**config.mk**
```make
export PLATFORM = sky130hd
export DESIGN_NAME = gsba_fifo
export DESIGN_NICKNAME = d
export VERILOG_FILES = /design/src/design/gsba_pkg.sv /design/src/design/gsba_fifo.sv
export SDC_FILE = /design/constraint.sdc
export NUM_CORES = 1
export LEC_CHECK = 0
export ABC_AREA = 1
export ABC_CLOCK_PERIOD_IN_PS = 3600
export BUFFER_PORTS_ARGS = -buffer_cell sky130_fd_sc_hd__buf_4
export CAP_MARGIN = 20
export CORE_MARGIN = 8
export CORE_UTILIZATION = 42
export CTS_CLUSTER_SIZE = 8
export DETAILED_ROUTE_END_ITERATION = 7
export GPL_ROUTABILITY_DRIVEN = 0
export PLACE_DENSITY = 0.63
export SKIP_CTS_REPAIR_TIMING = 1
export SLEW_MARGIN = 40
export SYNTH_ARGS = -nofsm -noshare
export SYNTH_HDL_FRONTEND = slang
export SYNTH_SLANG_ARGS = --single-unit
```
**constraint.sdc**
```tcl
create_clock -name clk -period 3.6 [get_ports clk]
set_input_delay 0.72 -clock clk [delete_from_list [all_inputs] [get_ports clk]]
set_output_delay 0.72 -clock clk [all_outputs]
set_load 0.01 [all_outputs]
```
**src/design/gsba_pkg.sv**
```systemverilog
// Package with the item types, constants and helpers of the Gaussian sample bin averager.
package gsba_pkg;

  // Input item: two uniform draws.
  typedef struct packed {
    logic [13:0] uniform_a;
    logic [13:0] uniform_b;
  } in_item_t;

  // Result item: bin mean and bin number.
  typedef struct packed {
    logic signed [15:0] bin_mean;
    logic [15:0]        bin_number;
  } out_item_t;

  // Configuration write as it travels to the back end.
  typedef struct packed {
    logic        we;
    logic        index;
    logic [10:0] wdata;
  } cfg_wr_t;

  localparam logic CFG_SKIP_COUNT = 1'b0;
  localparam logic CFG_BIN_SIZE   = 1'b1;

  localparam logic [7:0]  SKIP_COUNT_RESET = 8'd1;
  localparam logic [10:0] BIN_SIZE_RESET   = 11'd1000;

  localparam logic [13:0] UNIF_MAX = 14'd9999;
  localparam logic [11:0] QUAD_1   = 12'd2500;
  localparam logic [12:0] QUAD_2   = 13'd5000;
  localparam logic [12:0] QUAD_3   = 13'd7500;
  localparam logic [13:0] QUAD_4   = 14'd10000;

  localparam logic [30:0] TWO_LN2_Q30    = 31'd1488522236;
  localparam logic [19:0] STEP_ANGLE_Q30 = 20'd674652;
  localparam logic [30:0] Q30_ONE        = 31'h4000_0000;

  localparam int HORNER_TERMS = 5;
  localparam int DIV_W        = 32;
  localparam int DIVISOR_W    = 11;

  // Reciprocals of the cosine series divisors, floor(2^s / k) + 1 with s = 32 + ceil(log2 k).
  // Multiplying a 32-bit dividend and shifting right by s gives the exact truncated quotient.
  localparam logic [32:0] RECIP_90 = 33'(((64'd1 << 39) / 64'd90) + 64'd1);
  localparam logic [32:0] RECIP_56 = 33'(((64'd1 << 38) / 64'd56) + 64'd1);
  localparam logic [32:0] RECIP_30 = 33'(((64'd1 << 37) / 64'd30) + 64'd1);
  localparam logic [32:0] RECIP_12 = 33'(((64'd1 << 36) / 64'd12) + 64'd1);
  localparam logic [32:0] RECIP_2  = 33'(((64'd1 << 33) / 64'd2) + 64'd1);

  // Elaboration-time log2 in Q16, same squaring method as the hardware unit.
  function automatic logic [19:0] log2_q16_f(input logic [13:0] x);
    logic [3:0]  e;
    logic [15:0] frac;
    logic [63:0] m;
    e    = 4'd0;
    frac = 16'd0;
    for (int i = 0; i < 13; i++) begin
      if ((x >> (e + 4'd1)) != 14'd0) e = e + 4'd1;
    end
    m = 64'(x) << (6'd30 - 6'(e));
    for (int i = 0; i < 16; i++) begin
      m    = (m * m) >> 30;
      frac = frac << 1;
      if (m >= 64'h8000_0000) begin
        m    = m >> 1;
        frac = frac | 16'd1;
      end
    end
    return {e, frac};
  endfunction

  localparam logic [19:0] LOG2_10000_Q16 = log2_q16_f(14'd10000);

  // Reciprocal of the cosine series divisor, innermost term first.
  function automatic logic [32:0] horner_recip(input logic [2:0] idx);
    logic [32:0] r;
    case (idx)
      3'd0:    r = RECIP_90;
      3'd1:    r = RECIP_56;
      3'd2:    r = RECIP_30;
      3'd3:    r = RECIP_12;
      default: r = RECIP_2;
    endcase
    return r;
  endfunction

  // Right shift that goes with each reciprocal.
  function automatic logic [5:0] horner_shift(input logic [2:0] idx);
    logic [5:0] s;
    case (idx)
      3'd0:    s = 6'd39;
      3'd1:    s = 6'd38;
      3'd2:    s = 6'd37;
      3'd3:    s = 6'd36;
      default: s = 6'd33;
    endcase
    return s;
  endfunction

endpackage

```
**src/design/gsba_fifo.sv**
```systemverilog
// Two-entry queue of samples between the front and back ends.
module gsba_fifo import gsba_pkg::*; (
  input  logic               clk,
  input  logic               rst_n,
  input  logic               push,
  input  logic signed [15:0] wdata,
  output logic               full,
  input  logic               pop,
  output logic signed [15:0] rdata,
  output logic               valid
);

  logic signed [15:0] mem_r [2];
  logic               wp_r, rp_r;
  logic [1:0]         cnt_r;

  // Pointers and fill level.
  always_ff @(posedge clk) begin
    if (!rst_n) begin
      wp_r  <= 1'b0;
      rp_r  <= 1'b0;
      cnt_r <= 2'd0;
    end else begin
      if (push) wp_r <= ~wp_r;
      if (pop)  rp_r <= ~rp_r;
      cnt_r <= cnt_r + 2'(push) - 2'(pop);
    end
  end

  // Entry storage.
  always_ff @(posedge clk) begin
    if (push) mem_r[wp_r] <= wdata;
  end

  assign rdata = mem_r[rp_r];
  assign valid = (cnt_r != 2'd0);
  assign full  = (cnt_r == 2'd2);

endmodule

```
**Word-level counts from Yosys, hierarchy flattened**

Memories as Yosys holds them, arrays and structs flattened. A register that Yosys moved wholly into a read port is not among the register bits.
Cells that the tools add are included.

- RAM bits: 32
- Register bits: 4
- Memories: 1

- Bitwise logic cells: 2
- Reductions and logical operators: 1
- Mux-type cells: 4
- $add $sub $neg: 2
- Equality and inequality tests: 1

Memory list:

| memory | words | bits a word | rd ports | clocked after Yosys merged registers in | write ports | RTL line | RTL |
|---|---|---|---|---|---|---|---|
| mem_r | 2 | 16 | 1 | 1 | 1 | gsba_fifo.sv:13 | `logic signed [15:0] mem_r [2];` |

Operator list:

| kind | number |
|---|---|
| 1-bit 2-to-1 mux | 4 |
| 2-bit by 1-bit adder with 2-bit output | 1 |
| 2-bit equality test (second input constant) | 1 |
| 1-bit NOT | 2 |
| 2-bit nonzero test | 1 |
| 2-bit by 1-bit subtractor with 2-bit output | 1 |

**Depth between registers and ports, before layout**

- Depth in word-level cells: 3
- Depth in mapped cells: 9
- Gate-level depth less buffers: 9

**Worst setup path after synthesis**

No wires, ideal clock.

- Path kind: input to register
- Start point: input push
- End point: memory mem_r[0][0] (enable)
- Stages on the path: 2
- Setup slack: 1770 ps
- Arrival: 1442 ps
- Cell sequence: inv_1 -> nor2_1

- Word-level cells in the longest chain between the ends: 2

Ends and longest elaborated chain:

| item | RTL line | RTL |
|---|---|---|
| start: declaration | gsba_fifo.sv:5 | `input logic push,` |
| 1-bit 2-to-1 mux | gsba_fifo.sv:32 | `if (push) mem_r[wp_r] <= wdata;` |
| 1-bit 2-to-1 mux (implied by the code) | gsba_fifo.sv:32 |  |
| end: declaration | gsba_fifo.sv:13 |  |

Every way passes these cells.

==> summary.md <==
| Metric | Value |
|---|---|
| Fin. max-slew vios | 0 |
| Startpoint Class | flip-flop |
| Routed vias/inst | 4.56 |
| DRC | 0 |
| Post-detailed-route count of antenna-violating nets | 0 |
| Switching power total | roughly 0.19 mW |
| Vias in the first global route | 853 |
| Power per cell area | around 460 nW/um2 |
| Synth unique cells | 12 |
| Worst-margin pin slew | approximately 0.66 ns |
| Fin crit period | 2.23 ns |
| Clock group share of total power | between 20% and 30% |
| Clk Latency, worst-skew pair | ~0.33 ns |
| Core Area | between 3000 and 4000 um2 |
| Comb pwr share | between 10 and 15% |
| Syn Nets | ~110 |
| Gr usage total | slightly below 10% |
| Fraction of registers with async set/reset | 0% |
| Max cap viols | 0 |
| Status | completed |
| Die Wd | approximately 74 um |
| Sequential power share | 61.4% |
| Hold Path Origin | rp_r$_SDFFE_PN0P_ |
| Setup_tns | 0 ns |
| Sw Ratio | between 20% and 30% |
| Layout net count | about 150 |
| DR iter-0 viols | 31 |
| WS Path Type | reg2out |
| Routed WL | between 2 and 2.5 mm |
| Worst Path Buf+Inv | 1 |
| Post-synth EDFFs | 32 |
| Area contributors post-synth | edfxtp_1 67%, mux2_4 10%, dfxtp_1 7.0% |
| Mapped Cells | a little over 80 |
| HP Class | reg2reg |
| Internal | between 0.6 and 0.7 mW |
| TritonCTS Buffers | 5 |
| # setup viols final | 0 |
| Die ar. | around 5500 um2 |
| Tcrit/Tclk final | between 60% and 70% |
| Largest area contributor in the netlist | edfxtp_1 |
| # diodes | 0 |
| Post-Place Worst Slack | around 1.7 ns |
| CTS tree | done |
| GRT overflow | 0 |
| H-tree Lvls | 2 |
| Count leader, synth | edfxtp_1 |
| Synthesized flop and latch total | 37 |
| Max Fclk | between 0.4 and 0.5 GHz |
| Largest net degree at the start of global routing | 17 |
| DRT Pass-1 Iters | 2 |
| Yosys warns | 0 |
| Die H | ~74 um |
| Worst Path Arrival | between 1.5 and 2 ns |
| Avg Cell Area, Syn | 17.3 um2 |
| # IOs | 38 |
| Worst R2R Start | cnt_r[0]$_SDFF_PN0_ |
| Peak supply drop | roughly 260 uV |
| P_leak | 0.750 nW |
| Wire per inst | approximately 14 um |
| Fin. Hold Viols | 0 |
| CTS clk-pin slew, worst paths | 0.09 ns |
| CP Cell Sequence | mux2_2 -> buf_4 |
| Worst Skew | ~0.014 ns |
| # rows | 21 |
| Largest fanout on the critical path | 16 |
| Worst path max stage delay | between 0.6 and 0.7 ns |
| Share of layout cells above drive strength 1 | roughly half |
| Global-route wire length before repair | 3.89 mm |
| Worst EP required | about 2.9 ns |
| CTS Buffer Depth | 2 |
| Antenna violations before repair | 0 |
| Final HPWL DP | roughly 1.8 mm |
| Layout Area Growth over Synthesis | 25.3% |
| Buffers on Ports | 37 |
| Yosys top cell area share | between 60% and 70% |
| Final WS setup | roughly 1.4 ns |
| Crit end category | primary output |
| Root buf cell | clkbuf_4 |
| RSZ-0062 raised after global routing | false |
| Primary FF master, synth | edfxtp_1 |
| Starting density of the core | a little over two fifths |
| Clk sinks | 37 |
| Vias | around 800 |
| Register area share after synthesis | between 70% and 80% |
| Worst-path cell with the longest stage delay | dfxtp_2 |
| Commonest cells post-synth | 32 x edfxtp_1, 10 x mux2_4, 9 x nand2_1 |
| Crit path max-delay family | flip-flops |
| Synthesized cell area | approximately 1400 um2 |
| Max_slew headroom | between 50 and 60% |
## layout by cell type (no fill, tap or decap)
master / Yosys / routed
inv_1: 7 / 7
clkinv_2: 0 / 1
nor2_1: 8 / 8
edfxtp_1: 32 / 32
nand2_1: 9 / 9
a21oi_1: 1 / 1
mux2_4: 10 / 10
dfxtp_1: 5 / 4
mux2_2: 6 / 6
dfxtp_2: 0 / 1
nand3_1: 1 / 1
clkbuf_1: 0 / 2
buf_4: 0 / 38
ha_1: 2 / 2
clkbuf_4: 0 / 5
## per-layer routing
metal	track usage, %	vias up	share of wire, %
li1	-	382	-
met4	4.57	0	0.69
met5	0	-	0
met3	6.06	2	9.4
met1	8.85	377	38
met2	17.2	28	52
## cell families after synthesis
kind of cell,count (synthesis),synth area share (%)
muxes,16,15.2
DFF,37,73.9
AOI/OAI and AO/OA,1,0.348
and+or+nand+nor,18,4.79
buffers and inverters,9,4.01
adders and majority gates,2,1.74
## worst register-to-register path, delay by kind of cell (launching register included)
family | cells | cell delay, ns
adders and majority gates | 2 | 0.46
DFF | 1 | 0.34
and+or+nand+nor | 2 | 0.11
buffers and inverters | 3 | 0.15
AOI/OAI and AO/OA | 1 | 0.12
## final timing paths
check	endpoint	slack, ns	cells past startpoint
max	rdata[3]	1.37	2
min	flip-flop	0.51	2
max reg2reg	cnt_r[1]$_SDFF_PN0_	2.32	8
min reg2reg	flip-flop	0.51	2
## cell type report
type	count	area (um2)
Clock buffer	7	45.0
Clock inverter	1	5.00
Fill cell	304	1510
Inverter	7	26.3
Multi-Input combinational cell	37	317
Sequential cell	37	1060
Tap cell	46	57.6
Timing Repair Buffer	38	285
## through the flow
step | hold WS (ns) | std cells | instance area (um2) | power (mW) | utilization [%]
after CTS | 0.518 | 173 | 1800 | 0.840 | 54.3
after detailed placement | 0.498 | 165 | 1750 | 0.641 | 52.8
after global placement | 0.478 | 165 | 1750 | 0.634 | 52.8
final | 0.511 | 173 | 1800 | 0.826 | 54.3
after global routing | 0.532 | 173 | 1800 | 0.870 | 54.3
after floorplan | 0.463 | 83 | 1440 | 0.581 | -
## state kept, by name, indices dropped and copies added, names as in the netlist, named ones only
signal,cells
cnt_r,2
mem_r,32
rp_r,1
wp_r,1
## power groups by stage
stage	registers (mW)	clock network, mW	logic (mW)
2_1_floorplan	0.508	0	0.0722
3_3_place_gp	0.516	0	0.118
3_5_place_dp	0.517	0	0.124
4_1_cts	0.507	0.208	0.124
5_1_grt	0.510	0.226	0.133
6_report	0.507	0.198	0.120
(Power assumes the default switching activity.)
