### src/design/gsba_pkg.sv
// Package with the item types, constants and helpers of the Gaussian sample bin averager.
package gsba_pkg;

  // Input item: two uniform draws.
  typedef struct packed {
    logic [13:0] uniform_a;
    logic [13:0] uniform_b;
  } in_item_t;

  // Result item: bin mean and bin number.
  typedef struct packed {
    logic signed [15:0] bin_mean;
    logic [15:0]        bin_number;
  } out_item_t;

  // Configuration write as it travels to the back end.
  typedef struct packed {
    logic        we;
    logic        index;
    logic [10:0] wdata;
  } cfg_wr_t;

  localparam logic CFG_SKIP_COUNT = 1'b0;
  localparam logic CFG_BIN_SIZE   = 1'b1;

  localparam logic [7:0]  SKIP_COUNT_RESET = 8'd1;
  localparam logic [10:0] BIN_SIZE_RESET   = 11'd1000;

  localparam logic [13:0] UNIF_MAX = 14'd9999;
  localparam logic [11:0] QUAD_1   = 12'd2500;
  localparam logic [12:0] QUAD_2   = 13'd5000;
  localparam logic [12:0] QUAD_3   = 13'd7500;
  localparam logic [13:0] QUAD_4   = 14'd10000;

  localparam logic [30:0] TWO_LN2_Q30    = 31'd1488522236;
  localparam logic [19:0] STEP_ANGLE_Q30 = 20'd674652;
  localparam logic [30:0] Q30_ONE        = 31'h4000_0000;

  localparam int HORNER_TERMS = 5;
  localparam int DIV_W        = 32;
  localparam int DIVISOR_W    = 11;

  // Reciprocals of the cosine series divisors, floor(2^s / k) + 1 with s = 32 + ceil(log2 k).
  // Multiplying a 32-bit dividend and shifting right by s gives the exact truncated quotient.
  localparam logic [32:0] RECIP_90 = 33'(((64'd1 << 39) / 64'd90) + 64'd1);
  localparam logic [32:0] RECIP_56 = 33'(((64'd1 << 38) / 64'd56) + 64'd1);
  localparam logic [32:0] RECIP_30 = 33'(((64'd1 << 37) / 64'd30) + 64'd1);
  localparam logic [32:0] RECIP_12 = 33'(((64'd1 << 36) / 64'd12) + 64'd1);
  localparam logic [32:0] RECIP_2  = 33'(((64'd1 << 33) / 64'd2) + 64'd1);

  // Elaboration-time log2 in Q16, same squaring method as the hardware unit.
  function automatic logic [19:0] log2_q16_f(input logic [13:0] x);
    logic [3:0]  e;
    logic [15:0] frac;
    logic [63:0] m;
    e    = 4'd0;
    frac = 16'd0;
    for (int i = 0; i < 13; i++) begin
      if ((x >> (e + 4'd1)) != 14'd0) e = e + 4'd1;
    end
    m = 64'(x) << (6'd30 - 6'(e));
    for (int i = 0; i < 16; i++) begin
      m    = (m * m) >> 30;
      frac = frac << 1;
      if (m >= 64'h8000_0000) begin
        m    = m >> 1;
        frac = frac | 16'd1;
      end
    end
    return {e, frac};
  endfunction

  localparam logic [19:0] LOG2_10000_Q16 = log2_q16_f(14'd10000);

  // Reciprocal of the cosine series divisor, innermost term first.
  function automatic logic [32:0] horner_recip(input logic [2:0] idx);
    logic [32:0] r;
    case (idx)
      3'd0:    r = RECIP_90;
      3'd1:    r = RECIP_56;
      3'd2:    r = RECIP_30;
      3'd3:    r = RECIP_12;
      default: r = RECIP_2;
    endcase
    return r;
  endfunction

  // Right shift that goes with each reciprocal.
  function automatic logic [5:0] horner_shift(input logic [2:0] idx);
    logic [5:0] s;
    case (idx)
      3'd0:    s = 6'd39;
      3'd1:    s = 6'd38;
      3'd2:    s = 6'd37;
      3'd3:    s = 6'd36;
      default: s = 6'd33;
    endcase
    return s;
  endfunction

endpackage

### src/design/gsba_div.sv
// Restoring unsigned divider, one quotient bit per cycle.
module gsba_div import gsba_pkg::*; (
  input  logic                 clk,
  input  logic                 rst_n,
  input  logic                 start,
  input  logic [DIV_W-1:0]     dividend,
  input  logic [DIVISOR_W-1:0] divisor,
  output logic                 done,
  output logic [DIV_W-1:0]     quotient
);

  logic [DIV_W-1:0]         quo_r, quo_nxt;
  logic [DIVISOR_W-1:0]     rem_r, rem_nxt;
  logic [DIVISOR_W-1:0]     dvs_r;
  logic [$clog2(DIV_W)-1:0] cnt_r;
  logic                     busy_r, done_r;
  logic [DIVISOR_W:0]       trial;

  // One shift-and-subtract step.
  always_comb begin
    trial = {rem_r, quo_r[DIV_W-1]};
    if (trial >= {1'b0, dvs_r}) begin
      rem_nxt = DIVISOR_W'(trial - {1'b0, dvs_r});
      quo_nxt = {quo_r[DIV_W-2:0], 1'b1};
    end else begin
      rem_nxt = trial[DIVISOR_W-1:0];
      quo_nxt = {quo_r[DIV_W-2:0], 1'b0};
    end
  end

  // Control of the iteration.
  always_ff @(posedge clk) begin
    if (!rst_n) begin
      busy_r <= 1'b0;
      done_r <= 1'b0;
      cnt_r  <= '0;
    end else begin
      done_r <= 1'b0;
      if (start) begin
        busy_r <= 1'b1;
        cnt_r  <= '0;
      end else if (busy_r) begin
        cnt_r <= cnt_r + 1'b1;
        if (cnt_r == $clog2(DIV_W)'(DIV_W - 1)) begin
          busy_r <= 1'b0;
          done_r <= 1'b1;
        end
      end
    end
  end

  // Datapath registers.
  always_ff @(posedge clk) begin
    if (start) begin
      quo_r <= dividend;
      rem_r <= '0;
      dvs_r <= divisor;
    end else if (busy_r) begin
      quo_r <= quo_nxt;
      rem_r <= rem_nxt;
    end
  end

  assign done     = done_r;
  assign quotient = quo_r;

endmodule

### src/design/gsba_back.sv
// Back end: skipping, bin accumulation, bin average and the result register.
module gsba_back import gsba_pkg::*; #(
  parameter int MAX_BIN_SIZE = 1024
) (
  input  logic               clk,
  input  logic               rst_n,
  input  cfg_wr_t            cfg,
  input  logic               fifo_valid,
  input  logic signed [15:0] fifo_data,
  output logic               fifo_pop,
  output logic               out_valid,
  input  logic               out_ready,
  output out_item_t          out_data
);

  typedef enum logic [2:0] {
    B_IDLE = 3'b001,
    B_DIV  = 3'b010,
    B_OUT  = 3'b100
  } bstate_t;

  bstate_t state_r;

  logic [7:0]       skip_count_r, skip_cnt_r;
  logic [10:0]      bin_size_r, mcnt_r, mcnt_inc, size_eff;
  logic [31:0]      sum_r, sum_new, sum_mag;
  logic [15:0]      bin_cnt_r;
  logic             neg_r;
  logic             div_start, div_done, close_bin;
  logic [DIV_W-1:0] div_q;
  out_item_t        out_r;

  // Configuration registers.
  always_ff @(posedge clk) begin
    if (!rst_n) begin
      skip_count_r <= SKIP_COUNT_RESET;
      bin_size_r   <= BIN_SIZE_RESET;
    end else if (cfg.we) begin
      case (cfg.index)
        CFG_SKIP_COUNT: skip_count_r <= cfg.wdata[7:0];
        CFG_BIN_SIZE:   bin_size_r   <= cfg.wdata;
        default: ;
      endcase
    end
  end

  // Effective bin size and the sum after this sample.
  always_comb begin
    size_eff = bin_size_r;
    if (size_eff == 11'd0) size_eff = 11'd1;
    if (32'(bin_size_r) > MAX_BIN_SIZE) size_eff = 11'(MAX_BIN_SIZE);
    sum_new  = sum_r + 32'(fifo_data);
    sum_mag  = sum_new[31] ? (32'd0 - sum_new) : sum_new;
    mcnt_inc = mcnt_r + 11'd1;
  end

  assign fifo_pop  = (state_r == B_IDLE) && fifo_valid;
  assign close_bin = fifo_pop && (skip_cnt_r == 8'd0) && (mcnt_inc >= size_eff);
  assign div_start = close_bin;

  gsba_div u_div (
    .clk      (clk),
    .rst_n    (rst_n),
    .start    (div_start),
    .dividend (sum_mag),
    .divisor  (size_eff),
    .done     (div_done),
    .quotient (div_q)
  );

  // Counters, sum and the sequencer.
  always_ff @(posedge clk) begin
    if (!rst_n) begin
      state_r    <= B_IDLE;
      skip_cnt_r <= '0;
      mcnt_r     <= '0;
      sum_r      <= '0;
      bin_cnt_r  <= '0;
    end else begin
      case (state_r)
        B_IDLE: begin
          if (fifo_pop) begin
            if (skip_cnt_r != 8'd0) begin
              skip_cnt_r <= skip_cnt_r - 8'd1;
            end else begin
              skip_cnt_r <= skip_count_r;
              if (close_bin) begin
                sum_r   <= '0;
                mcnt_r  <= '0;
                neg_r   <= sum_new[31];
                state_r <= B_DIV;
              end else begin
                sum_r  <= sum_new;
                mcnt_r <= mcnt_inc;
              end
            end
          end
        end
        B_DIV: begin
          if (div_done) begin
            if (neg_r) begin
              out_r.bin_mean <= (div_q > 32'd32768) ? -16'sd32768 : 16'(32'd0 - div_q);
            end else begin
              out_r.bin_mean <= (div_q > 32'd32767) ? 16'sd32767 : 16'(div_q);
            end
            out_r.bin_number <= bin_cnt_r;
            bin_cnt_r        <= bin_cnt_r + 16'd1;
            state_r          <= B_OUT;
          end
        end
        B_OUT:   if (out_ready) state_r <= B_IDLE;
        default: state_r <= B_IDLE;
      endcase
    end
  end

  assign out_valid = (state_r == B_OUT);
  assign out_data  = out_r;

  // The divider only finishes while a bin average is awaited.
  a_div_done_in_div: assert property (@(posedge clk) disable iff (!rst_n)
    div_done |-> state_r == B_DIV)
    else $error("divider finished outside the averaging step");

  // A waiting result leaves the bin cleared.
  a_cleared_when_out: assert property (@(posedge clk) disable iff (!rst_n)
    out_valid |-> (sum_r == 32'd0) && (mcnt_r == 11'd0))
    else $error("bin not cleared while its result waits");

  // The delivered bin number is one behind the running counter.
  a_bin_number: assert property (@(posedge clk) disable iff (!rst_n)
    out_valid |-> out_r.bin_number == bin_cnt_r - 16'd1)
    else $error("bin number out of step with the bin counter");

  // No sample is taken while the result register is occupied.
  a_no_pop_in_out: assert property (@(posedge clk) disable iff (!rst_n)
    fifo_pop |-> !out_valid)
    else $error("sample taken while a result waits");

endmodule

### config.mk
export PLATFORM = sky130hd
export DESIGN_NAME = gsba_back
export DESIGN_NICKNAME = d
export VERILOG_FILES = /design/src/design/gsba_pkg.sv /design/src/design/gsba_div.sv /design/src/design/gsba_back.sv
export SDC_FILE = /design/constraint.sdc
export NUM_CORES = 1
export LEC_CHECK = 0
export ABC_AREA = 1
export BUFFER_PORTS_ARGS = -buffer_cell sky130_fd_sc_hd__buf_2
export CAP_MARGIN = 10
export CORE_MARGIN = 3
export CORE_UTILIZATION = 55
export CTS_CLUSTER_DIAMETER = 40
export DETAILED_ROUTE_END_ITERATION = 7
export PLACE_DENSITY = 0.77
export SETUP_SLACK_MARGIN = 0.02
export SYNTH_ARGS = -nofsm -noshare
export SYNTH_HDL_FRONTEND = slang
export SYNTH_HIERARCHICAL = 1
export SYNTH_SLANG_ARGS = --single-unit
### constraint.sdc
create_clock -name clk -period 5.5 [get_ports clk]
set_input_delay 0.275 -clock clk [delete_from_list [all_inputs] [get_ports clk]]
set_output_delay 0.275 -clock clk [all_outputs]
set_load 0.03 [all_outputs]
### Yosys cells after proc, flatten, opt, wreduce, memory -nomap -nowiden

Index checks and enable logic that the tools add are counted.

* input bits: 33
* register bits: 183

* reduce and logical (&&, ||, !) cells: 17
* multiplexer cells: 23
* $add $sub $neg: 8
* order comparisons: 5
* bitwise gates (word level): 4
* equal/unequal tests: 9

Operators by type and width (number)
* $mux 32: 4
* $mux 16: 3
* $mux 11: 4
* $add 32x32->32: 1
* $gt 32x15->1 const B: 1
* $gt 32x16->1 const B: 1
* $sub 1x32->32 const A: 1
* $add 16x1->16 const B: 1
* $sub 1x16->16 const A: 1
* $mux 3: 5
* $ge 12x11->1: 1
* $add 11x1->11 const B: 1
* $ge 11x11->1: 1
* $gt 11x11->1 const B: 1
* $logic_not 11->1: 1
* $sub 11x11->11: 1
* $reduce_and 5->1: 2
* $pmux 3 s3: 1
* $logic_not 8->1: 1
* $mux 8: 1
* $reduce_and 2->1: 4
* $reduce_bool 8->1: 1
* $sub 8x1->8 const B: 1
* $ne 2x2->1 const B: 3
* 13 further kinds: 24

### Longest topological paths before layout

Gate-level depths: netlist of run 1.

* word-level depth: 9
* gate-level depth with buffers: 23
* gate-level depth less buffers: 23

### Cells and area by module

The synthesis of run 1 kept the hierarchy.

By module, submodules not included
* gsba_back: area each 8896.0 um^2, seq. area each 2772.7 um^2, cells each 1356, instances 1
* gsba_div: area each 3294.4 um^2, seq. area each 1651.6 um^2, cells each 398, instances 1

### Least setup slack after synthesis of run 1

OpenSTA, ideal clock, no wires.

* kind: register to register
* start: register mcnt_r[0]
* end: register u_div.quo_r[0] (netlist: u_div/quotient[0]) (enable)
* arrival time: 3559 ps
* stages on the path, launching flop included: 20
* path buffers: 2
* slack: 1554 ps
* path through: dfxtp_1 > ha_1 > nand3_1 > nand3b_1 > nor2_1 > nand4_1 > xnor2_1 > ha_1 > nand2_1 > nor2_1 > nand2_1 > o211ai_1 > a31oi_1 > nand2_1 > nand2_1 > inv_1 > clkbuf_1 > nor2_1 > clkbuf_1 > inv_1

* word-level cells in the longest chain between the ends: 4

RTL lines
* start, declared: line gsba_back.sv:25 `logic [10:0] bin_size_r, mcnt_r, mcnt_inc, size_eff;`
* start signal, assigned: line gsba_back.sv:94 `mcnt_r <= mcnt_inc;`
* $add 11x1->11: line gsba_back.sv:54 `mcnt_inc = mcnt_r + 11'd1;`
* $ge 11x11->1: line gsba_back.sv:58 `assign close_bin = fifo_pop && (skip_cnt_r == 8'd0) && (mcnt_inc >= size_eff);`
* $logic_and 1x1->1: line gsba_back.sv:58
* named net close_bin: line gsba_back.sv:29 `logic div_start, div_done, close_bin;`
* $reduce_bool 2->1 (no line)
* end signal, assigned: line gsba_div.sv:55 `quo_r <= dividend;`
* end signal, assigned: line gsba_div.sv:59 `quo_r <= quo_nxt;`
* end, declared: line gsba_div.sv:12 `logic [DIV_W-1:0] quo_r, quo_nxt;`

The timed path passes the listed nets, and every way through them passes these cells.
A chain may end at the register's enable or synchronous reset.

### Worst setup path in the final report of run 1

* start: register mcnt_r[0]
* end: register u_div.quo_r[2] (netlist: u_div/quotient[2]) (data pin)

* word-level cells in the longest chain between the ends: 4

RTL lines
* $add 11x1->11: line gsba_back.sv:54
* $ge 11x11->1: line gsba_back.sv:58
* $logic_and 1x1->1: line gsba_back.sv:58
* named net close_bin: line gsba_back.sv:29
* $mux 32: line gsba_div.sv:54 `if (start) begin`

The timed path passes the listed nets, and every way through them passes these cells.

==> reports/qor.yml, run 1 <==
synthesis:
  synth_fa_ha_area_share_pct: 6.59
  yosys.area_share.xor_xnor_pct: 3.72
  synth_mux_area_share_pct: 0
  ys_ff_latch: 183
  async_flop_share_pct: 0
  ys_seq_area_share_pct: 36.3
  synth_area_sq_um: 12200
  synth_top_family_by_area: "simple AND/OR/NAND/NOR gates"
  synth-edff-count: 76
  ys.flop_type: "dfxtp_1"
  synth-compound-area-share_pct: 9.19
  ys_warn_count: 6
  syn-num-nets: 1850
  syn_area_per_cell_sq_um: 6.95
  synthSimpleGateAreaFrac_pct: 34.5
  netlist_top_cells_count: "575 x nand2_1, 247 x inv_1, 129 x nor2_1"
  netlist_instances: 1754
  yosys-top-cells-area: "edfxtp_1 19%, nand2_1 18%, dfxtp_1 18%, inv_1 7.6%, ha_1 6.3%"
  synth.distinct_cells: 52
  yosysMostFrequentCell: "nand2_1"
  synth_top_area_share_pct: 18.7
  synth_top_area_cell: "edfxtp_1"
floorplan:
  ios: 67
  rows: 53
  fp.dieArea_sq_um: 24000
  coreArea_sq_um: 21400
  die_y_um: 155
  die_w_um: 155
  start_util_pct: 56.9
clock_tree:
  clock_path_buffers: 2
  clkTransAtPathRegs_ns: 0.07
  cts_buffers: 17
  cts_resized: 0
  h-tree-depth: 4
  post_cts_buffers: 0
  clock_latency_ns: 0.44
  holdBufCountCts: 0
  cts_tree: "built"
  root_buffer: "clkbuf_16"
  cts_num_sinks: 183
worst_setup_path:
  required_ns: 5.67
  crit_path_end_kind: "flip-flop"
  crit_start: "mcnt_r[0]"
  critPathMaxFanout: 48
  regToRegStartpoint: "mcnt_r[0]"
  path_cells: "ha_1 -> nand3_1 -> nand3b_1 -> nor2_1 -> nand4_1 -> xnor2_1 -> ha_1 -> nand2_1 -> nor2_1 -> nand2_1 -> o211ai_1 -> a31oi_1 -> nand2_1 -> nand2_1 -> inv_1 -> buf_4 -> inv_1 -> nand2_1 -> nand2_1"
  arrival_ns: 4.02
  path_class: "flip-flop to flip-flop"
  max_stage_delay_ns: 0.53
  critical_path.n_buffers_inverters: 3
  cp-start-kind: "flip-flop"
  path_common_cell: "nand2_1"
  slowest_stage: "inv_1"
  cp_top_family: "simple AND/OR/NAND/NOR gates"
final_layout:
  fill_cells: 1945
  final_area_sq_um: 13200
  layout-drive-gt1-share_pct: 9.97
  syn_to_final_growth_pct: 8.60
  final_nets: 1898
  multi_input_area_sq_um: 6590
  register_area_sq_um: 4420
  n_antenna_cell: 0
  instances_no_fill: 2090
sta:
  rsz0062_at_grt: "false"
  fin_crit_ns: 3.85
  fin_skew_ns: 0.0201
  max_freq_mhz: 260
  setup_viol: 0
  tns_ns: 0
  relSlewSlack_pct: 21.0
  period_share_pct: 70.0
  tightest_slew_ns: 1.18
  hold_viol: 0
  maxSlewViolCount: 0
placed_design:
  place_congestion: 0.958
  dp.cells: 2058
  place_area_sq_um: 12700
  dp_hpwl_um: 22000
  port-buffer-count: 66
hold_path:
  min_from: "cfg[9]"
  holdCritPathClass: "input pin to flip-flop"
power:
  leakage_nw: 6.35
  powerDensity_nw_per_um2: 336
  peakVddDrop_mv: 0.202
grt:
  grt_pass1_wl_um: 49300
  grt_max_degree: 55
  globalRouteOverflowTotal: 0
  antenna_found_initial: 0
  grtUsageTotal_pct: 24.5
  grt_pass1_vias: 10400
routing:
  drc: 0
  post_drt_wl_per_cell_um: 13.9
  ant_nets: 0
  first_pass_iters: 5
  num_vias: 11100
  drtIter0Drc: 824
  viasPerCell: 5.32
  totalWireLength_um: 29000
job:
  cap_viol_max_count: 0
run_status:
  status: "completed"
metal layers:
layer  GRT usage, %  wire, um  part of all wire (%)
met1           35.0     13800                    48
met2           39.2     13100                    45
met3           3.34      1560                   5.4
met4           6.81       506                   1.7
met5              0         0                     0
cell type report:
| cell class | instances | share of cell area, % |
|---|---|---|
| sequential | 183 | 33.4 |
| multi-input combinational | 1273 | 49.8 |
| timing repair buffer | 70 | 2.72 |
| inverter | 257 | 7.29 |
| clock inverter | 15 | 1.00 |
| clock buffer | 17 | 3.21 |
| tap | 275 | 2.60 |
metrics by stage:
| stage | util, % | setup WS, ns | hold slack (ns) | power (W) |
|---|---|---|---|---|
| 2_1_floorplan | - | 1.55 | 0.388 | 0.00289 |
| 3_3_place_gp | 59.2 | 1.80 | 0.416 | 0.00323 |
| 3_5_place_dp | 59.2 | 1.67 | 0.430 | 0.00326 |
| 4_1_cts | 61.8 | 1.66 | 0.0384 | 0.00444 |
| 5_1_grt | 61.8 | 1.23 | 0.0474 | 0.00476 |
| 6_report | 61.8 | 1.65 | 0.0475 | 0.00445 |
worst min-delay path, stage by stage:
cell and delay, ns:
buf_2 0.08, nand2_1 0.04, nand3_1 0.05
final timing paths:
kind	end	depth (start not counted)	slack [ns]
setup / recovery	u_div/quotient[2]	19	1.65
hold reg to reg	out_data[15]	0	0.45
hold / removal	bin_size_r[9]	3	0.05
setup reg to reg	u_div/quotient[2]	19	1.65
cells in the final DEF, fill, tap and decap left out, drive strengths merged:
| cell type | netlist | layout |
|---|---|---|
| o21a | 2 | 2 |
| nand4 | 41 | 41 |
| clkbuf | 25 | 17 |
| a2111oi | 1 | 1 |
| nor4 | 7 | 7 |
| edfxtp | 76 | 76 |
| and2 | 4 | 4 |
| o221ai | 5 | 5 |
| nand3b | 11 | 11 |
| buf | 16 | 70 |
| xnor2 | 13 | 13 |
| nor3b | 4 | 4 |
| nand3 | 112 | 112 |
| o21ai | 66 | 66 |
| a21o | 2 | 2 |
| inv | 254 | 263 |
| clkinv | 3 | 9 |
| o41ai | 1 | 1 |
| nor2 | 146 | 146 |
| fa | 2 | 2 |
| xor2 | 37 | 37 |
| a221o | 1 | 1 |
| a211oi | 2 | 2 |
| nand2 | 604 | 604 |
| o21bai | 3 | 3 |
| and3 | 3 | 3 |
| dfxtp | 107 | 107 |
| or2 | 1 | 1 |
| a31oi | 5 | 5 |
| nor3 | 25 | 25 |
| a21oi | 102 | 102 |
| ha | 61 | 61 |
| o211ai | 12 | 12 |
flip-flops by register name (all words and copies together) (netlist names):
name	flops
skip_cnt_r	8
neg_r	1
bin_size_r	11
u_div/busy_r	1
u_div/done	1
u_div/quotient	32
u_div/rem_r	11
u_div/cnt_r	5
sum_r	32
u_div/dvs_r	11
bin_cnt_r	16
skip_count_r	8
out_data	32
mcnt_r	11
state_r	3
power breakdown:
group | internal, W | leakage (nW) | switching, W
sequential | 0.00150 | 1.56 | 0.0000607
combinational | 0.000536 | 4.51 | 0.00117
clock | 0.000599 | 0.280 | 0.000585
logic make-up after synthesis:
kind of cell | count (synthesis)
xor+xnor | 50
flops | 183
simple gates | 958
buf+inv | 298
fa+ha+maj | 63
compound gates | 202
Power figures use the tool's default switching activity.
==> run 2: changes to the inputs <==
Settings changed: PLACE_DENSITY 0.77 to 0.8.
Clock period 5.5 ns to 3.4 ns, I/O delays scaled along.
==> run 2 against run 1 <==
Effect of this change: wire length rose by 2.3%; combinational power up 68%; power up 69%; cell area grew 2.5%; clock-buffer cell count grew 2; sequential power rose by 62%; utilization is 1.5 points higher; fmax grew 24%; via count up 1.4%; clock skew fell by 0.0021 ns; sequential share of layout area fell by 0.77 points; critical path depth shrank 1; largest cell class unchanged; largest power group unchanged; highest routed layer unchanged.
==> reports/qor.yml, run 2 (synthesis gave the netlist of run 1 again) <==
placed_design:
  dp_hpwl_um: 22100
  port-buffer-count: 66
  dp.cells: 2069
  place_area_sq_um: 12800
  place_congestion: 0.973
hold_path:
  holdCritPathClass: "input pin to flip-flop"
clock_tree:
  clock_path_buffers: 2
  root_buffer: "clkbuf_16"
  cts_tree: "built"
  cts_buffers: 17
  clkTransAtPathRegs_ns: 0.07
  h-tree-depth: 4
  post_cts_buffers: 0
  clock_latency_ns: 0.44
  cts_num_sinks: 183
final_layout:
  final_cell_mix: "573 x nand2_1, 245 x inv_1, 127 x nor2_1"
  instances_no_fill: 2109
  syn_to_final_growth_pct: 11.3
  n_antenna_cell: 0
  final_nets: 1917
  final_util_pct: 63.3
  final_common_cell: "nand2_1"
  layout-drive-gt1-share_pct: 11.1
  final_area_sq_um: 13600
  fill_cells: 1862
sta:
  setup_viol: 0
  relSlewSlack_pct: 38.1
  period_share_pct: 91.1
  max_freq_mhz: 323
  maxSlewViolCount: 0
  fin_crit_ns: 3.10
  tns_ns: 0
  fin_skew_ns: 0.0180
  tightest_slew_ns: 0.926
  holdWs_ns: 0.0245
  hold_viol: 0
  rsz0062_at_grt: "false"
run_status:
  status: "completed"
power:
  powerDensity_nw_per_um2: 555
  peakVddDrop_mv: 0.328
  leakage_nw: 6.47
worst_setup_path:
  crit_path_end_kind: "flip-flop"
  max_stage_delay_ns: 0.38
  path_class: "flip-flop to flip-flop"
  cp_top_family: "simple AND/OR/NAND/NOR gates"
  required_ns: 3.58
  path_cells: "ha_4 -> nand3_2 -> nand3b_1 -> nor2_1 -> nand4_1 -> xnor2_2 -> ha_1 -> nand2_1 -> nor2_1 -> nand2_1 -> o211ai_1 -> a31oi_1 -> nand2_1 -> nand2_2 -> inv_8 -> nor2_4 -> clkinvlp_4 -> buf_6"
  slowest_stage: "dfxtp_4"
  path_common_cell: "nand2_1"
  critPathMaxFanout: 26
  critical_path.n_buffers_inverters: 3
  r2r_setup_slack_ns: 0.30
  cp-start-kind: "flip-flop"
  arrival_ns: 3.27
routing:
  post_drt_wl_per_cell_um: 14.1
  drc: 0
  totalWireLength_um: 29700
  first_pass_iters: 6
  drtIter0Drc: 1103
  viasPerCell: 5.35
  num_vias: 11300
  ant_nets: 0
grt:
  antenna_found_initial: 0
  globalRouteOverflowTotal: 0
  grt_max_degree: 54
  grt_pass1_vias: 10600
  grtUsageTotal_pct: 25.1
  grt_pass1_wl_um: 50400
floorplan:
  rows: 53
  fp.dieArea_sq_um: 24000
  ios: 67
  die_w_um: 155
  start_util_pct: 56.9
  die_y_um: 155
  coreArea_sq_um: 21400
job:
  cap_viol_max_count: 0
[run 2: cell types whose count changed in the layout (fill, tap and decap cells not counted), sizes merged]
cell,previous run,this run
dlygate4sd3,0,8
clkinv,9,7
inv,263,259
clkbuf,17,19
buf,70,81
bufinv,0,2
clkinvlp,0,2
[run 2: path summary, 6_finish.rpt]
path	startpoint	to	depth (start not counted)
worst min register to register	bin_size_r[10]	u_div/dvs_r[10]	0
worst max-delay path	mcnt_r[0]	u_div/quotient[22]	18
worst max register to register	mcnt_r[0]	u_div/quotient[22]	18
worst min-delay path	cfg[4]	skip_count_r[4]	3
[run 2: power breakdown]
group / internal (W) / switching (W)
clock: 0.00116 / 0.000963
combinational: 0.000918 / 0.00195
sequential: 0.00242 / 0.000101
total: 0.00450 / 0.00302
[run 2: what timing repair did]
| action | 4_1_cts | 5_1_grt |
|---|---|---|
| gates resized for setup | 0 | 7 |
| endpoints found under the hold margin | 10 | 0 |
| setup endpoints to repair | 0 | 53 |
| hold buffers | 8 | 0 |
[run 2: final cells by class]
cell class | instances | area (sq um) | share of cell area, %
Clock buffer | 19 | 454 | 3.35
Clock inverter | 13 | 175 | 1.29
Inverter | 257 | 976 | 7.19
Multi-Input combinational cell | 1273 | 6650 | 49.0
Sequential cell | 183 | 4430 | 32.7
Tap cell | 275 | 344 | 2.54
Timing Repair Buffer | 89 | 539 | 3.98
[run 2: stage by stage]
| stage | total power, W | setup slack [ns] |
|---|---|---|
| after global routing | 0.00801 | 0.0429 |
| after detailed placement | 0.00535 | 0.243 |
| final | 0.00752 | 0.304 |
| after CTS | 0.00747 | 0.212 |
| after global placement | 0.00532 | 0.355 |
| after floorplan | 0.00468 | 0.0202 |
[run 2: worst reg2reg max path: stages, from the launching register on]
cell,delay (ns)
dfxtp_4,0.38
ha_4,0.14
nand3_2,0.08
nand3b_1,0.19
nor2_1,0.15
nand4_1,0.14
xnor2_2,0.18
ha_1,0.34
nand2_1,0.09
nor2_1,0.05
nand2_1,0.06
o211ai_1,0.08
a31oi_1,0.19
nand2_1,0.09
nand2_2,0.13
inv_8,0.09
nor2_4,0.16
clkinvlp_4,0.11
buf_6,0.18
[run 2: layer usage]
metal	vias to the layer above	routed length, um	GRT usage (%)
li1	5790	-	-
met3	50	1750	3.56
met1	5081	14000	35.7
met2	362	13400	40.2
met4	0	551	6.90
met5	-	0	0
==> run 3: changes to the inputs <==
Settings changed: ABC_AREA 1 to not set.
==> run 3 against run 2 <==
Effect of this change: the flow now finishes with violations (setup timing); clock-buffer cell count decreased by 2; global-route usage rose by 2.1 points; wire length rose by 8.3%; die area shrank 5.4%; via count is 5.9% lower; critical endpoint is now u_div/quotient[26]; largest power group unchanged; highest routed layer is now met5.
==> reports/qor.yml, run 3 <==
synthesis:
  yosysMostFrequentCell: "nand2_1"
  syn_area_per_cell_sq_um: 8.93
  synth.distinct_cells: 85
  synth-compound-area-share_pct: 17.7
  synth_mux_area_share_pct: 4.05
  ys_ff_latch: 183
  ys_warn_count: 6
  synth-edff-count: 76
  yosys-top-cells-area: "edfxtp_1 20%, dfxtp_1 19%, ha_1 6.6%, nand2_1 5.5%, xnor2_1 4.4%"
  ys_seq_area_share_pct: 38.5
  yosys.area_share.xor_xnor_pct: 6.70
  netlist_instances: 1288
  synth_top_area_share_pct: 19.8
  synth_top_area_cell: "edfxtp_1"
  netlist_top_cells_count: "168 x nand2_1, 107 x dfxtp_1, 77 x nor2_1"
  syn-num-nets: 1384
  synth_area_sq_um: 11500
  synth_top_family_by_area: "simple AND/OR/NAND/NOR gates"
  ys.flop_type: "dfxtp_1"
  synth_fa_ha_area_share_pct: 6.98
  async_flop_share_pct: 0
  synthSimpleGateAreaFrac_pct: 22.2
clock_tree:
  cts_num_sinks: 183
  clock_latency_ns: 0.45
  clkTransAtPathRegs_ns: 0.08
  root_buffer: "clkbuf_16"
  cts_buffers: 17
  h-tree-depth: 4
  cts_tree: "built"
  clock_path_buffers: 2
routing:
  num_vias: 10600
  first_pass_iters: 5
  viasPerCell: 5.99
  totalWireLength_um: 32200
  drtIter0Drc: 785
  post_drt_wl_per_cell_um: 18.1
  ant_nets: 0
  drc: 0
power:
  powerDensity_nw_per_um2: 571
  p_switching_w: 0.00325
  p_comb_share_pct: 45.4
  intPower_w: 0.00505
  seqPwrFrac_pct: 30.6
  clockPowerShare_pct: 24.0
  leakage_nw: 5.84
  p_total_w: 0.00830
  switching_share_pct: 39.2
  peakVddDrop_mv: 0.423
worst_setup_path:
  arrival_ns: 4.01
  critPathMaxFanout: 6
  path_cells: "ha_4 -> inv_2 -> fa_2 -> and2b_2 -> o221ai_2 -> a2111o_1 -> buf_4 -> and4_1 -> nor4b_2 -> or3_4 -> nor4_4 -> buf_6 -> a31o_2 -> xnor2_1 -> mux2_2"
  crit_path_end_kind: "flip-flop"
  cp_top_family: "simple AND/OR/NAND/NOR gates"
  path_class: "flip-flop to flip-flop"
  required_ns: 3.59
  critical_path.n_buffers_inverters: 3
  slowest_stage: "a2111o_1"
  cp-start-kind: "flip-flop"
  max_stage_delay_ns: 0.50
sta:
  postLayoutSetupSlackWorst_ns: -0.418
  rsz0062_at_grt: "true"
  period_share_pct: 112
  tightest_slew_ns: 0.947
  setup_viol: 22
  relSlewSlack_pct: 36.4
  fin_crit_ns: 3.82
  tns_ns: -5.44
  hold_viol: 0
  maxSlewViolCount: 0
  fin_skew_ns: 0.0107
  max_freq_mhz: 262
final_layout:
  syn_to_final_growth_pct: 26.5
  instances_no_fill: 1772
  final_common_cell: "nand2_1"
  final_nets: 1584
  final_cell_mix: "162 x nand2_1, 154 x buf_4, 100 x dfxtp_1"
  fill_cells: 1394
  layout-drive-gt1-share_pct: 27.7
floorplan:
  start_util_pct: 56.5
  ios: 67
  die_y_um: 151
  rows: 52
  coreArea_sq_um: 20400
  die_w_um: 151
  fp.dieArea_sq_um: 22700
placed_design:
  port-buffer-count: 66
  place_congestion: 0.916
  dp.cells: 1712
  dp_hpwl_um: 21600
run_status:
  violations: "setup timing"
  status: "finished with violations"
grt:
  grt_pass1_wl_um: 49900
  grt_pass1_vias: 10200
  grtUsageTotal_pct: 27.2
  antenna_found_initial: 2
  grt_max_degree: 51
  globalRouteOverflowTotal: 0
job:
  cap_viol_max_count: 0
hold_path:
  holdCritPathClass: "input pin to flip-flop"
[run 3: worst register-to-register path: stages (launching register included)]
cell and delay (ns):
dfxtp_2 0.35, ha_4 0.14, inv_2 0.03, fa_2 0.34, and2b_2 0.26, o221ai_2 0.11, a2111o_1 0.50, buf_4 0.20
and4_1 0.19, nor4b_2 0.36, or3_4 0.23, nor4_4 0.05, buf_6 0.16, a31o_2 0.23, xnor2_1 0.14, mux2_2 0.27
[run 3: worst paths after layout]
| kind | from | end | slack [ns] | cells after the start |
|---|---|---|---|---|
| min reg2reg | sum_r[5] | sum_r[5] | 0.47 | 2 |
| max | sum_r[0] | u_div/quotient[26] | -0.42 | 15 |
| max reg2reg | sum_r[0] | u_div/quotient[26] | -0.42 | 15 |
| min | out_ready | state_r[2] | 0.1 | 4 |
[run 3: cell families after synthesis]
kind of cell,after synthesis
buffers and inverters,112
xor gates and xnor gates,88
AOI/OAI and AO/OA,299
adders and majority gates,63
DFF,183
and+or+nand+nor,501
muxes,42
[run 3: per-layer routing]
layer / track usage (%) / share of wire [%] / wire length (um) / vias to the layer above
met2: 45.4 / 48 / 15400 / 396
li1: - / - / - / 5079
met4: 7.80 / 2.5 / 811 / 2
met3: 5.78 / 6.4 / 2050 / 82
met1: 35.8 / 43 / 13800 / 5059
met5: 0 / 0.022 / 7 / -
[run 3: cell type report]
class                      count  area [sq um]  area share (%)
antenna                        1          2.50          0.0172
clock buffer                  17           425            2.92
clock inverter                15           156            1.07
inverter                      53           215            1.48
multi-input combinational    993          7260            49.9
sequential                   183          4440            30.5
tap                          270           338            2.32
timing repair buffer         240          1720            11.8
[run 3: power groups by stage]
stage | registers (W) | clock network (W) | logic [W]
CTS | 0.00253 | 0.00199 | 0.00344
finish | 0.00254 | 0.00199 | 0.00377
detailed placement | 0.00257 | 0 | 0.00319
floorplan | 0.00254 | 0 | 0.00195
global route | 0.00256 | 0.00208 | 0.00403
global placement | 0.00257 | 0 | 0.00311
[run 3: what timing repair did]
item	4_1_cts	5_1_grt
hold buffers	11	0
gates resized for setup	65	50
pin swaps	23	22
buffers inserted	4	12
setup endpoints to repair	31	85
endpoints found under the hold margin	16	0
[run 3: through the flow]
step	util, %	hold slack, ns	worst slack, ns	instance area (sq um)
2_1_floorplan	-	0.288	-0.120	11700
3_3_place_gp	65.0	0.381	-0.280	13200
3_5_place_dp	65.0	0.390	-0.322	13200
4_1_cts	70.0	0.0916	-0.223	14200
5_1_grt	71.5	0.142	-0.533	14600
6_report	71.5	0.0984	-0.418	14600
